**src/wbgc_pkg.sv**
```systemverilog
`timescale 1ns / 1ps
`default_nettype none
// Shared types, constants and fixed-point helpers for the wrench compensation filter.
package wbgc_pkg;

  // Calibration length; a power of two, so the averaging divide is a shift
  localparam int CALIB_SAMPLES = 64;
  localparam int CNT_W         = $clog2(CALIB_SAMPLES + 1);
  localparam int AXES          = 6;
  localparam int ACC_W         = 66;
  localparam int OPD_W         = 33;
  localparam int CFG_IDX_W     = 3;
  localparam int CFG_DATA_W    = 32;

  // Register indexes of the configuration port
  localparam logic [CFG_IDX_W-1:0] REG_LOAD_WEIGHT   = 3'd0;
  localparam logic [CFG_IDX_W-1:0] REG_LOAD_OFFSET_X = 3'd1;
  localparam logic [CFG_IDX_W-1:0] REG_LOAD_OFFSET_Y = 3'd2;
  localparam logic [CFG_IDX_W-1:0] REG_LOAD_OFFSET_Z = 3'd3;
  localparam logic [CFG_IDX_W-1:0] REG_FILTER_GAIN   = 3'd4;

  // Register values after reset
  localparam logic [30:0]        RST_LOAD_WEIGHT   = 31'd64269;
  localparam logic signed [31:0] RST_LOAD_OFFSET_X = 32'sd0;
  localparam logic signed [31:0] RST_LOAD_OFFSET_Y = 32'sd0;
  localparam logic signed [31:0] RST_LOAD_OFFSET_Z = 32'sd2294;
  localparam logic [16:0]        RST_FILTER_GAIN   = 17'd58982;

  // Unity gain in Q1.16
  localparam logic [16:0] GAIN_ONE = 17'h10000;

  typedef enum logic [2:0] {
    ST_IDLE,
    ST_MODEL,
    ST_TORQ,
    ST_CALIB,
    ST_BIAS,
    ST_FILT,
    ST_DONE
  } state_t;

  typedef logic signed [ACC_W-1:0] acc_t;

  typedef struct packed {
    state_t      st;
    logic [2:0]  idx;
    logic [1:0]  ph;
    logic        cap;
    logic        load_out;
  } ctrl_t;

  typedef struct packed {
    logic                    en;
    logic                    clr;
    logic                    sub;
    logic signed [OPD_W-1:0] a;
    logic signed [OPD_W-1:0] b;
  } mac_op_t;

  localparam acc_t S32_HI = (acc_t'(1) <<< 31) - acc_t'(1);
  localparam acc_t S32_LO = -(acc_t'(1) <<< 31);
  localparam acc_t S40_HI = (acc_t'(1) <<< 39) - acc_t'(1);
  localparam acc_t S40_LO = -(acc_t'(1) <<< 39);

  // Round half up, then shift right by k (k at least one)
  function automatic acc_t round_shr(input acc_t x, input int unsigned k);
    acc_t t;
    t = x + (acc_t'(1) <<< (k - 1));
    return t >>> k;
  endfunction

  function automatic logic signed [31:0] sat32(input acc_t x);
    if (x > S32_HI) return S32_HI[31:0];
    else if (x < S32_LO) return S32_LO[31:0];
    else return x[31:0];
  endfunction

  function automatic logic signed [39:0] sat40(input acc_t x);
    if (x > S40_HI) return S40_HI[39:0];
    else if (x < S40_LO) return S40_LO[39:0];
    else return x[39:0];
  endfunction

endpackage
`default_nettype wire

```
**src/wbgc_ctrl.sv**
```systemverilog
`timescale 1ns / 1ps
`default_nettype none
// Sequencer: steps the shared multiply-accumulate unit through one sample.
module wbgc_ctrl (
  input  wire logic            clk,
  input  wire logic            rst_n,
  input  wire logic            in_valid,
  input  wire logic            in_pose_valid,
  input  wire logic            out_busy,
  output logic                 in_stall,
  output wbgc_pkg::ctrl_t      ctrl,
  output logic                 calibrated
);

  wbgc_pkg::state_t state_r, state_nxt;
  logic [2:0] idx_r, idx_nxt;
  logic [1:0] ph_r, ph_nxt;
  logic [wbgc_pkg::CNT_W-1:0] cnt_r, cnt_nxt;
  logic cal_r, cal_nxt;
  logic [1:0] last_ph;
  logic [2:0] last_idx;
  logic step_end;
  logic pass_end;

  // Steps per axis and axes per pass of each state
  always_comb begin
    last_ph  = 2'd0;
    last_idx = 3'd5;
    unique case (state_r)
      wbgc_pkg::ST_MODEL: begin
        last_ph  = 2'd1;
        last_idx = 3'd2;
      end
      wbgc_pkg::ST_TORQ: begin
        last_ph  = 2'd2;
        last_idx = 3'd2;
      end
      wbgc_pkg::ST_FILT: begin
        last_ph = 2'd2;
      end
      default: begin
      end
    endcase
  end

  assign step_end = (ph_r == last_ph);
  assign pass_end = step_end && (idx_r == last_idx);

  // Next state and counters
  always_comb begin
    state_nxt = state_r;
    idx_nxt   = idx_r;
    ph_nxt    = ph_r;
    cnt_nxt   = cnt_r;
    cal_nxt   = cal_r;
    if (state_r != wbgc_pkg::ST_IDLE && state_r != wbgc_pkg::ST_DONE) begin
      if (step_end) begin
        ph_nxt  = 2'd0;
        idx_nxt = pass_end ? 3'd0 : (idx_r + 3'd1);
      end else begin
        ph_nxt = ph_r + 2'd1;
      end
    end
    unique case (state_r)
      wbgc_pkg::ST_IDLE: begin
        if (in_valid) begin
          state_nxt = in_pose_valid ? wbgc_pkg::ST_MODEL : wbgc_pkg::ST_DONE;
        end
      end
      wbgc_pkg::ST_MODEL: begin
        if (pass_end) state_nxt = wbgc_pkg::ST_TORQ;
      end
      wbgc_pkg::ST_TORQ: begin
        if (pass_end) state_nxt = cal_r ? wbgc_pkg::ST_FILT : wbgc_pkg::ST_CALIB;
      end
      wbgc_pkg::ST_CALIB: begin
        if (pass_end) begin
          cnt_nxt = cnt_r + wbgc_pkg::CNT_W'(1);
          if (cnt_r == wbgc_pkg::CNT_W'(wbgc_pkg::CALIB_SAMPLES - 1)) begin
            state_nxt = wbgc_pkg::ST_BIAS;
          end else begin
            state_nxt = wbgc_pkg::ST_DONE;
          end
        end
      end
      wbgc_pkg::ST_BIAS: begin
        if (pass_end) begin
          cal_nxt   = 1'b1;
          state_nxt = wbgc_pkg::ST_FILT;
        end
      end
      wbgc_pkg::ST_FILT: begin
        if (pass_end) state_nxt = wbgc_pkg::ST_DONE;
      end
      wbgc_pkg::ST_DONE: begin
        if (!out_busy) state_nxt = wbgc_pkg::ST_IDLE;
      end
      default: begin
        state_nxt = wbgc_pkg::ST_IDLE;
      end
    endcase
  end

  // Outputs of the sequencer
  always_comb begin
    in_stall      = (state_r != wbgc_pkg::ST_IDLE);
    ctrl.st       = state_r;
    ctrl.idx      = idx_r;
    ctrl.ph       = ph_r;
    ctrl.cap      = (state_r == wbgc_pkg::ST_IDLE) && in_valid;
    ctrl.load_out = (state_r == wbgc_pkg::ST_DONE) && !out_busy;
    calibrated    = cal_r;
  end

  always_ff @(posedge clk) begin
    if (!rst_n) begin
      state_r <= wbgc_pkg::ST_IDLE;
      idx_r   <= 3'd0;
      ph_r    <= 2'd0;
      cnt_r   <= '0;
      cal_r   <= 1'b0;
    end else begin
      state_r <= state_nxt;
      idx_r   <= idx_nxt;
      ph_r    <= ph_nxt;
      cnt_r   <= cnt_nxt;
      cal_r   <= cal_nxt;
    end
  end

endmodule
`default_nettype wire

```
**config.mk**
```make
export PLATFORM = sky130hd
export DESIGN_NAME = wbgc_ctrl
export DESIGN_NICKNAME = d
export VERILOG_FILES = /design/src/wbgc_pkg.sv /design/src/wbgc_ctrl.sv
export SDC_FILE = /design/constraint.sdc
export NUM_CORES = 1
export LEC_CHECK = 0
export BUFFER_PORTS_ARGS = -buffer_cell sky130_fd_sc_hd__buf_2
export CORE_MARGIN = 10
export CORE_UTILIZATION = 54
export CTS_CLUSTER_DIAMETER = 120
export DETAILED_ROUTE_END_ITERATION = 8
export PLACE_DENSITY = 0.73
export SETUP_SLACK_MARGIN = 0.1
export SLEW_MARGIN = 5
export SYNTH_ARGS = -nofsm -noshare
export SYNTH_HDL_FRONTEND = slang
export SYNTH_SLANG_ARGS = --single-unit
```
**constraint.sdc**
```tcl
create_clock -name clk -period 3.2 [get_ports clk]
set_input_delay 0.48 -clock clk [delete_from_list [all_inputs] [get_ports clk]]
set_output_delay 0.48 -clock clk [all_outputs]
set_load 0.005 [all_outputs]
```
==> results.txt <==
CP top delay family - simple AND/OR/NAND/NOR gates
share of the yosys chip area belonging to registers - 0.286
f_max - 422 MHz
startpoint types - flop
r2r startpoint - state_r[1]$_SDFFE_PN0P_
total power per unit cell area - 836 nW/µm²
status - completed
DRT Pass-1 Iters - 6
total CTS buffers - 3
Max-Cap Viols - 0
detailed placement HPWL - 1920 µm
final wirelength - 2620 µm
CP Buf/Inv Count - 0
first-pass GRT wire length - 4470 µm
Setup crit end kind - flop
vias per cell - 5.93
share of the synthesized area in the top cell type - 0.286
vias in the first global route - 998
worst hold-check path type - flop to flop
Clock Sinks - 16
CTS tree - built
post-synth net total - 150
row count - 16
pin count of the biggest net entering global routing - 21
Residual DRC - 0
CP required - 3.42 ns
hold_buf cts - 0
final worst setup slack - 0.833 ns
Main synth FF type - dfxtp_1
Die X - 65.5 µm
Die Area - 4300 µm²
min-delay src - cnt_r[6]$_SDFFE_PN0P_
Yosys top cell by area - dfxtp_1
core area - 1960 µm²
area grow syn2layout - 7.60%
Clock Skews - 0.0146 ns
# IOs - 17
initial antenna violation count - 0
# diodes - 0
post-cts resize count - 0
P_leak - 0.000454 µW
DR WL/cell - 14.6 µm
post-synthesis cell area - 1120 µm²
Worst Tran Pin Value - 0.744 ns
via count - 1062
syn_area_per_cell - 7.83 µm²
clock buffer depth - 2
Core Util, Final - 0.614
global route total overflow - 0
EDFF count, synth - 0
top post-synthesis cells by count - dfxtp_1 (16), nor2_1 (14), nand2_1 (13)
peak supply drop - 607 µV
Clock Root Buffer - clkbuf_4
Period minus WS final - 2.37 ns
crit path cell chain - xor2_4 > and4_1 > o21ai_2 > or4_1 > a21oi_1
relative slew slack - 0.504
DIE HEIGHT - 65.5 µm
port bufs - 16
CTS clk-pin slew, worst paths - 0.11 ns
# H-tree levels - 1
Starting Density - 0.571
slowest cell delay on critical path - 0.82 ns
leading post-synthesis cells by cell area - dfxtp_1 (29%), nor2_1 (4.7%), a21oi_1 (4.5%)
unrepaired setup endpoints after global routing - false
synthesized flop and latch total - 16
Routability Congestion - 0.821
dpl ws - 0.888 ns
Worst Setup SP - state_r[1]$_SDFFE_PN0P_
Setup Buffers After CTS - 0
kind of critical path - flop to flop
Mapped Cells - 143
Slew Viols, Final - 0
unique cell type count in the Yosys netlist - 44
most frequent cell after synthesis - dfxtp_1
layout cells sized above 1 - 0.164
setup TNS - 0 ns
Clk Latency, worst-skew pair - 0.30 ns
period utilisation layout - 0.740
Tot GR Track Use - 0.127
Critical Path Fanout Max - 20
Setup violations, final - 0
Final ANT Viol Nets - 0
yosys warns - 0
Final Hold Viols - 0
crit path DAT - 2.59 ns
Critical-path top delay cell - dfxtp_1
# nets final - 160
DRT iter0 DRCs - 47
Async S/R FF share, synth - 0
[registers in the layout, indices dropped and copies added, names as in the netlist]
name        count
calibrated      1
cnt_r           7
idx_r           3
ph_r            2
state_r         3
[cell usage in the layout (no fill, tap or decap), drive strengths merged]
| cell type | n |
|---|---|
| nor2b | 4 |
| o22ai | 2 |
| nand3b | 1 |
| buf | 16 |
| o21ai | 6 |
| nor4 | 3 |
| and4 | 1 |
| inv | 7 |
| nor4b | 1 |
| xor2 | 3 |
| o211ai | 1 |
| nand2 | 13 |
| a211o | 1 |
| and2 | 3 |
| nand3 | 4 |
| nand4 | 1 |
| clkbuf | 4 |
| a31oi | 1 |
| dfxtp | 16 |
| a211oi | 5 |
| o21a | 1 |
| nor2 | 14 |
| a21oi | 10 |
| a222oi | 1 |
| a31o | 1 |
| maj3 | 1 |
| nand2b | 2 |
| or3 | 1 |
| nor3 | 6 |
| mux2i | 5 |
| nor3b | 4 |
| or4 | 4 |
| ha | 2 |
| and3 | 1 |
| o31ai | 5 |
| clkinv | 1 |
[path summary, 6_finish.rpt]
path                            to  slack, ns  cells after the start
max reg2reg  cnt_r[6]$_SDFFE_PN0P_       0.83                      5
max          cnt_r[6]$_SDFFE_PN0P_       0.83                      5
min reg2reg  cnt_r[6]$_SDFFE_PN0P_       0.49                      2
min          cnt_r[6]$_SDFFE_PN0P_       0.49                      2
[stage by stage]
| step | cell area (µm²) | cells | total power [µW] | hold slack (ns) |
|---|---|---|---|---|
| final | 1200 | 179 | 1010 | 0.492 |
| after global routing | 1200 | 179 | 1090 | 0.517 |
| after detailed placement | 1170 | 175 | 863 | 0.480 |
| after CTS | 1200 | 179 | 1010 | 0.494 |
| after global placement | 1170 | 175 | 848 | 0.459 |
| after floorplan | 1120 | 143 | 751 | 0.452 |
[power by group]
group | internal [µW] | switching (µW) | leakage, µW | total (µW)
Combinational | 244 | 259 | 0.000303 | 502
Clock | 69.4 | 73.9 | 0.0000210 | 143
Sequential | 232 | 129 | 0.000130 | 361
[metal layers]
layer | vias up | part of all wire | track usage
li1 | 535 | - | -
met1 | 481 | 0.44 | 0.159
met2 | 40 | 0.46 | 0.198
met3 | 6 | 0.074 | 0.0339
met4 | 0 | 0.019 | 0.0615
met5 | - | 0 | 0
[worst register-to-register path, delay by kind of cell, from the launching register on]
family                    cells  cell delay (ns)
and+or+nand+nor               2             0.88
xor gates and xnor gates      1             0.23
DFF                           1             0.82
AOI/OAI and AO/OA             2             0.35
[cell families (layout without fill, tap and decap cells)]
family,after synthesis,in the layout,share of synthesized area
AO/OA/AOI/OAI,34,34,0.212
XOR/XNOR,3,3,0.0402
adder cells (fa/ha/maj),3,3,0.0313
buffers and inverters,19,28,0.0849
flip-flops,16,16,0.286
multiplexers,5,5,0.0447
AND/OR/NAND/NOR,63,63,0.301
[layout make-up]
type | instances | area [µm²]
clock buffer | 4 | 36.3
fill | 208 | 757
inverter | 8 | 30.0
multi-input combinational | 108 | 704
sequential | 16 | 320
tap | 27 | 33.8
timing repair buffer | 16 | 80.1
No activity file was read; power rests on OpenSTA's default activity.
